### config.mk
export PLATFORM = sky130hd
export DESIGN_NAME = arith_encode_step_16bit_core
export DESIGN_NICKNAME = d
export VERILOG_FILES = /design/src/sv/arith_enc_pkg.sv /design/src/sv/arith_encode_step_16bit_core.sv
export SDC_FILE = /design/constraint.sdc
export NUM_CORES = 1
export LEC_CHECK = 0
export BUFFER_PORTS_ARGS = -buffer_cell sky130_fd_sc_hd__buf_2
export CORE_MARGIN = 2
export CORE_UTILIZATION = 59
export CTS_CLUSTER_SIZE = 16
export DETAILED_ROUTE_END_ITERATION = 10
export GPL_ROUTABILITY_DRIVEN = 0
export PLACE_DENSITY = 0.74
export SYNTH_ARGS = -nofsm -noshare
export SYNTH_HDL_FRONTEND = slang
export SYNTH_SLANG_ARGS = --single-unit
### constraint.sdc
create_clock -name clk -period 6.8 [get_ports clk]
set_clock_uncertainty 0.2 [all_clocks]
set_input_delay 1.02 -clock clk [delete_from_list [all_inputs] [get_ports clk]]
set_output_delay 1.02 -clock clk [all_outputs]
set_load 0.05 [all_outputs]
### src/sv/arith_enc_pkg.sv
// ----------------------------------------------------------------------------
// arith_enc_pkg
// Types, constants and bit-serial step functions for the 16-bit arithmetic
// encoder core.
// ----------------------------------------------------------------------------
package arith_enc_pkg;

  localparam int unsigned CodeW  = 16;
  localparam int unsigned TotalW = 15;
  localparam int unsigned LowW   = 14;
  localparam int unsigned HighW  = 15;
  localparam int unsigned RangeW = CodeW + 1;
  localparam int unsigned ProdW  = RangeW + HighW + 1;  // product plus spare msb
  localparam int unsigned AccW   = RangeW + 1;

  localparam logic [CodeW-1:0]  CodeTop      = 16'hFFFF;
  localparam logic [CodeW-1:0]  CodeHalf     = 16'h8000;
  localparam logic [CodeW-1:0]  CodeQuarter  = 16'h4000;
  localparam logic [TotalW-1:0] TotalDefault = 15'd1;

  typedef struct packed {
    logic [LowW-1:0]  cum_low;
    logic [HighW-1:0] cum_high;
  } in_item_t;

  typedef struct packed {
    logic             code_bit;
    logic [CodeW-1:0] follow_count;
    logic             last;
  } out_item_t;

  typedef struct packed {
    logic [TotalW-1:0] rem;
    logic [ProdW-1:0]  p;
  } div_res_t;

  // One shift-add multiply step: multiplier sits in the low HighW bits,
  // partial sum in the upper bits, everything shifts right.
  function automatic logic [ProdW-1:0] mul_step(logic [ProdW-1:0] p,
                                                logic [RangeW-1:0] rng);
    logic [AccW-1:0] sum;
    sum = p[ProdW-1:HighW] + (p[0] ? {1'b0, rng} : {AccW{1'b0}});
    return {1'b0, sum, p[HighW-1:1]};
  endfunction

  // One restoring divide step: dividend msb shifts out, quotient bit in at lsb.
  function automatic div_res_t div_step(logic [ProdW-1:0] p,
                                        logic [TotalW-1:0] rem,
                                        logic [TotalW-1:0] dv);
    div_res_t        res;
    logic [TotalW:0] trial;
    logic [TotalW:0] diff;
    logic            ge;
    trial   = {rem, p[ProdW-2]};
    diff    = trial - {1'b0, dv};
    ge      = (trial >= {1'b0, dv});
    res.rem = ge ? diff[TotalW-1:0] : trial[TotalW-1:0];
    res.p   = {1'b0, p[ProdW-3:0], ge};
    return res;
  endfunction

endpackage

### src/sv/arith_encode_step_16bit_core.sv
// ----------------------------------------------------------------------------
// arith_encode_step_16bit_core
// Static-model 16-bit arithmetic encoder: narrows the code interval per symbol
// and emits renormalization bits with their deferred follow counts.
// ----------------------------------------------------------------------------
// One symbol at a time. After a transfer in, two bit-serial shift-add
// multipliers run, then two restoring dividers (one quotient bit per cycle,
// which sets most of the latency), then one step narrows the interval, then
// renormalization makes up to 16 passes plus a closing step. Each result
// waits in an output register, and passes that emit a bit hold while that
// register is still occupied. in_ready is high only between symbols. A zero
// total_count divides by one.
module arith_encode_step_16bit_core (
  input  logic                               clk,
  input  logic                               rst_n,
  input  logic                               in_valid,
  output logic                               in_ready,
  input  arith_enc_pkg::in_item_t            in_data,
  output logic                               out_valid,
  input  logic                               out_ready,
  output arith_enc_pkg::out_item_t           out_data,
  input  logic                               cfg_we,
  input  logic [arith_enc_pkg::TotalW-1:0]   cfg_wdata
);

  typedef enum logic [4:0] {
    S_IDLE   = 5'b00001,
    S_MUL    = 5'b00010,
    S_DIV    = 5'b00100,
    S_NARROW = 5'b01000,
    S_RENORM = 5'b10000
  } state_t;

  localparam int unsigned CodeW  = arith_enc_pkg::CodeW;
  localparam int unsigned TotalW = arith_enc_pkg::TotalW;
  localparam int unsigned RangeW = arith_enc_pkg::RangeW;
  localparam int unsigned ProdW  = arith_enc_pkg::ProdW;
  localparam int unsigned HighW  = arith_enc_pkg::HighW;
  localparam int unsigned LowW   = arith_enc_pkg::LowW;
  localparam int unsigned CntW   = 6;
  localparam logic [CntW-1:0] MulLast = CntW'(HighW - 1);
  localparam logic [CntW-1:0] DivLast = CntW'(ProdW - 2);

  state_t               state_r, state_nxt;
  logic [TotalW-1:0]    total_r, total_nxt;
  logic [CodeW-1:0]     low_r, low_nxt;
  logic [CodeW-1:0]     high_r, high_nxt;
  logic [CodeW-1:0]     pend_r, pend_nxt;
  logic [RangeW-1:0]    range_r, range_nxt;
  logic [ProdW-1:0]     plo_r, plo_nxt;
  logic [ProdW-1:0]     phi_r, phi_nxt;
  logic [TotalW-1:0]    rlo_r, rlo_nxt;
  logic [TotalW-1:0]    rhi_r, rhi_nxt;
  logic [CntW-1:0]      cnt_r, cnt_nxt;
  logic                 hold_v_r, hold_v_nxt;
  logic                 hold_bit_r, hold_bit_nxt;
  logic [CodeW-1:0]     hold_follow_r, hold_follow_nxt;
  logic                 out_valid_r, out_valid_nxt;
  arith_enc_pkg::out_item_t out_data_r, out_data_nxt;

  logic [TotalW-1:0]    divisor;
  arith_enc_pkg::div_res_t dres_lo, dres_hi;
  logic                 out_free;
  logic                 emit0, emit1, defer, stop;
  logic [CodeW-1:0]     sub_val, lo_sub, hi_sub;

  assign divisor  = (total_r == '0) ? arith_enc_pkg::TotalDefault : total_r;
  assign dres_lo  = arith_enc_pkg::div_step(plo_r, rlo_r, divisor);
  assign dres_hi  = arith_enc_pkg::div_step(phi_r, rhi_r, divisor);
  assign out_free = !out_valid_r || out_ready;

  // renormalization decode, in priority order
  assign emit0 = !high_r[CodeW-1];
  assign emit1 = !emit0 && low_r[CodeW-1];
  assign defer = !emit0 && !emit1 && low_r[CodeW-2] && !high_r[CodeW-2];
  assign stop  = cnt_r[4] || !(emit0 || emit1 || defer);

  always_comb begin
    sub_val = '0;
    if (emit1) begin
      sub_val = arith_enc_pkg::CodeHalf;
    end else if (defer) begin
      sub_val = arith_enc_pkg::CodeQuarter;
    end
  end

  assign lo_sub = low_r - sub_val;
  assign hi_sub = high_r - sub_val;

  always_comb begin
    state_nxt       = state_r;
    total_nxt       = cfg_we ? cfg_wdata : total_r;
    low_nxt         = low_r;
    high_nxt        = high_r;
    pend_nxt        = pend_r;
    range_nxt       = range_r;
    plo_nxt         = plo_r;
    phi_nxt         = phi_r;
    rlo_nxt         = rlo_r;
    rhi_nxt         = rhi_r;
    cnt_nxt         = cnt_r;
    hold_v_nxt      = hold_v_r;
    hold_bit_nxt    = hold_bit_r;
    hold_follow_nxt = hold_follow_r;
    out_valid_nxt   = out_valid_r && !out_ready;
    out_data_nxt    = out_data_r;

    unique case (state_r)
      S_IDLE: begin
        if (in_valid) begin
          range_nxt = RangeW'({1'b0, high_r} - {1'b0, low_r} + RangeW'(1));
          plo_nxt   = {{(ProdW-LowW){1'b0}}, in_data.cum_low};
          phi_nxt   = {{(ProdW-HighW){1'b0}}, in_data.cum_high};
          rlo_nxt   = '0;
          rhi_nxt   = '0;
          cnt_nxt   = '0;
          state_nxt = S_MUL;
        end
      end
      S_MUL: begin
        plo_nxt = arith_enc_pkg::mul_step(plo_r, range_r);
        phi_nxt = arith_enc_pkg::mul_step(phi_r, range_r);
        cnt_nxt = cnt_r + CntW'(1);
        if (cnt_r == MulLast) begin
          cnt_nxt   = '0;
          state_nxt = S_DIV;
        end
      end
      S_DIV: begin
        plo_nxt = dres_lo.p;
        rlo_nxt = dres_lo.rem;
        phi_nxt = dres_hi.p;
        rhi_nxt = dres_hi.rem;
        cnt_nxt = cnt_r + CntW'(1);
        if (cnt_r == DivLast) begin
          state_nxt = S_NARROW;
        end
      end
      S_NARROW: begin
        // quotients are in the low bits; only 16 of them survive the wrap
        low_nxt   = low_r + plo_r[CodeW-1:0];
        high_nxt  = low_r + phi_r[CodeW-1:0] - CodeW'(1);
        cnt_nxt   = '0;
        state_nxt = S_RENORM;
      end
      S_RENORM: begin
        if (stop) begin
          if (!hold_v_r) begin
            state_nxt = S_IDLE;
          end else if (out_free) begin
            out_valid_nxt             = 1'b1;
            out_data_nxt.code_bit     = hold_bit_r;
            out_data_nxt.follow_count = hold_follow_r;
            out_data_nxt.last         = 1'b1;
            hold_v_nxt                = 1'b0;
            state_nxt                 = S_IDLE;
          end
        end else if (defer || !hold_v_r || out_free) begin
          // previous bit is known not to be last once another one shows up
          if (!defer) begin
            if (hold_v_r) begin
              out_valid_nxt             = 1'b1;
              out_data_nxt.code_bit     = hold_bit_r;
              out_data_nxt.follow_count = hold_follow_r;
              out_data_nxt.last         = 1'b0;
            end
            hold_v_nxt      = 1'b1;
            hold_bit_nxt    = emit1;
            hold_follow_nxt = pend_r;
            pend_nxt        = '0;
          end else if (pend_r != arith_enc_pkg::CodeTop) begin
            pend_nxt = pend_r + CodeW'(1);
          end
          low_nxt  = {lo_sub[CodeW-2:0], 1'b0};
          high_nxt = {hi_sub[CodeW-2:0], 1'b1};
          cnt_nxt  = cnt_r + CntW'(1);
        end
      end
      default: begin
        state_nxt = S_IDLE;
      end
    endcase
  end

  always_ff @(posedge clk) begin
    if (!rst_n) begin
      state_r     <= S_IDLE;
      total_r     <= arith_enc_pkg::TotalDefault;
      low_r       <= '0;
      high_r      <= arith_enc_pkg::CodeTop;
      pend_r      <= '0;
      cnt_r       <= '0;
      hold_v_r    <= 1'b0;
      out_valid_r <= 1'b0;
    end else begin
      state_r     <= state_nxt;
      total_r     <= total_nxt;
      low_r       <= low_nxt;
      high_r      <= high_nxt;
      pend_r      <= pend_nxt;
      cnt_r       <= cnt_nxt;
      hold_v_r    <= hold_v_nxt;
      out_valid_r <= out_valid_nxt;
    end
  end

  always_ff @(posedge clk) begin
    range_r       <= range_nxt;
    plo_r         <= plo_nxt;
    phi_r         <= phi_nxt;
    rlo_r         <= rlo_nxt;
    rhi_r         <= rhi_nxt;
    hold_bit_r    <= hold_bit_nxt;
    hold_follow_r <= hold_follow_nxt;
    out_data_r    <= out_data_nxt;
  end

  assign in_ready  = (state_r == S_IDLE);
  assign out_valid = out_valid_r;
  assign out_data  = out_data_r;

endmodule

==> results.yml <==
layout:
  regArea_um2: 5910
  utilization_pct: 66.5
  layout-drive-gt1-share_pct: 9.28
  layout.cells.non_filler: 1929
  multiInputGateArea_um2: 8120
  n_antenna_cell: 0
  area_growth_pct: 10.4
  nets: 1785
  fillers: 1922
power:
  vdd_drop_max_v: 0.000344
  p_leak_nw: 6.85
  finalPower_mw: 7.83
  power_density_nw_per_um2: 484
synthesis:
  synth_cell_type_count: 71
  synth_area_um2: 14600
  synthesis.nets: 1729
  synth_most_common_cell: "edfxtp_1"
  async_flop_share_pct: 0
  synth-main-ff-cell: "edfxtp_1"
  yosysWarnings: 0
  synthTopCellsByArea: "edfxtp_1 30%, ha_1 12%, dfxtp_1 10%"
  synth_top_area_share_pct: 29.9
  synthCells: 1530
  synth_edf_count: 146
  ys_seq_elements: 222
  yosysTopAreaCell: "edfxtp_1"
  ys_seq_area_share_pct: 40.3
  synth_common_cells: "146 x edfxtp_1, 143 x ha_1, 140 x nand2_1"
  post_synth.cell_area_avg_um2: 9.57
run:
  drv_cap: 0
detailed_routing:
  drt_first_pass_iters: 6
  vias_per_cell: 6.02
  wl_per_cell_um: 17.8
  drtAntennaViolNets: 0
  drc: 0
  wl_um: 34300
  drtIter0Drc: 1028
  vias: 11600
worst_setup_path:
  worst-endpoint-arrival_ns: 4.51
  path_class: "reg2reg"
  worstPathRequired_ns: 6.89
  r2r-start: "total_r[3]$_SDFFE_PN0P_"
  cp_max_fo: 22
  end_kind: "flop"
  start_kind: "flop"
  reg2reg_to: "plo_r[0]$_DFFE_PP_"
  reg2reg_slack_ns: 2.38
  reg2regPathDepth: 13
  startpoint: "total_r[3]$_SDFFE_PN0P_"
  endpoint: "plo_r[0]$_DFFE_PP_"
cts:
  holdBufCountCts: 0
  clk_path_buf_depth: 3
  cts_setup_buffers: 0
  insertion_delay_ns: 0.55
  htree_levels: 1
  clock_sinks: 222
  cts_made_buffers: 25
  clk_pin_slew_ns: 0.06
  tritoncts: "built"
  cts-root-buf: "clkbuf_16"
  cts_resized: 0
grt:
  overflow: 0
  grt_pass1_wl_um: 55600
  grt_usage_pct: 26.1
  grt_start_max_net_pins: 65
  grt_pass1_vias: 11100
  antenna_found_initial: 0
floorplanning:
  die_x_um: 162
  fp.dieArea_um2: 26100
  ioPinCount: 69
  row_count: 57
  core_area_um2: 24300
  initial_core_util_pct: 60.2
  die_h_um: 162
sta:
  fmaxAchievable_mhz: 226
  setup_viol: 0
  min_period_ns: 4.42
  worst_slew_pin_slew_ns: 0.996
  slew_violations: 0
  timing.final.crit_share_pct: 65.0
  tns_ns: 0
  finalHoldViolCount: 0
  setup_slack_ns: 2.38
  slew_headroom_pct: 31.9
  rsz0062_at_grt: "no"
hold_path:
  hold_class: "reg2reg"
  worstHoldStart: "hold_bit_r$_DFFE_PP_"
placement:
  dp.cells: 1883
  dp_hpwl_um: 24200
  io_buffers: 68
  post-place-ws_ns: 2.50
outcome:
  status: "completed"
## kinds of logic (layout without fill, tap and decap cells)
logic type | after synthesis | after routing | synth area share (%)
AOI/OAI and AO/OA | 396 | 396 | 18.6
xor gates and xnor gates | 97 | 97 | 5.80
adders and majority gates | 150 | 150 | 13.2
buffers and inverters | 164 | 239 | 4.44
DFF | 222 | 222 | 40.3
muxes | 38 | 38 | 2.61
and+or+nand+nor | 463 | 463 | 15.0
## stage by stage
| step | area [um2] | hold slack [ns] |
|---|---|---|
| final | 16200 | 0.217 |
| after global routing | 16200 | 0.220 |
| after global placement | 15300 | 0.202 |
| after detailed placement | 15300 | 0.205 |
| after floorplan | 14600 | 0.200 |
| after CTS | 16200 | 0.220 |
## critical path, cell delays in order (launching register included)
cell	delay, ns
dfxtp_1	0.33
nor4_1	0.33
a41o_1	0.26
ha_1	0.19
inv_1	0.06
fa_1	0.40
a21o_1	0.23
a221oi_2	0.38
a21oi_2	0.14
a221oi_4	0.33
a31oi_1	0.13
or3_1	0.70
a222oi_1	0.38
inv_1	0.08
## how the worst min path moves through the flow
stage / end / slack (ns) / cells past startpoint
CTS: out_data[2]$_DFFE_PP_ / 0.22 / 0
detailed placement: out_data[12]$_DFFE_PP_ / 0.20 / 0
floorplan: out_data[10]$_DFFE_PP_ / 0.20 / 0
global placement: out_data[2]$_DFFE_PP_ / 0.20 / 0
finish: out_data[17]$_DFFE_PP_ / 0.22 / 0
global route: out_data[14]$_DFFE_PP_ / 0.22 / 0
## registers in the layout, summed over array words and instances (netlist names)
register and count:
phi_r 32, plo_r 32, out_data 18, range_r 17, high_r 16, hold_follow_r 16, low_r 16, pend_r 16
rhi_r 15, rlo_r 15, total_r 15, cnt_r 6, state_r 5, hold_bit_r 1, hold_v_r 1, out_valid 1
## power breakdown
group	switching (mW)	leakage, nW	total (mW)	internal, mW
logic	2.34	4.38	4.04	1.70
registers	0.309	2.04	2.33	2.02
clock network	0.588	0.428	1.45	0.866
total	3.24	6.85	7.83	4.59
## layout by cell type, fill, tap and decap left out, types with 30 or more instances in the layout
cell / instances
a21o_1: 39
a21oi_1: 82
and2_1: 40
buf_2: 68
dfxtp_1: 76
edfxtp_1: 146
ha_1: 143
inv_1: 114
mux2i_1: 37
nand2_1: 140
nand3_1: 34
nor2_1: 127
nor2b_1: 30
o21ai_0: 84
xnor2_1: 53
xor2_1: 44
## routing by layer
layer  track usage (%)  vias to the layer above  part of all wire (%)
li1                  -                     5683                     -
met1              35.8                     5499                    45
met2              43.1                      352                    46
met3              3.00                       80                   5.5
met4              8.81                        0                   3.2
met5                 0                        -                     0
## area by class of cell
type	count	area share (%)
Clock buffer	29	4.15
Sequential cell	222	36.5
Tap cell	324	2.51
Clock inverter	17	1.34
Inverter	114	2.65
Multi-Input combinational cell	1144	50.2
Timing Repair Buffer	79	2.62
Note: power is estimated with default switching activity, not from simulation.
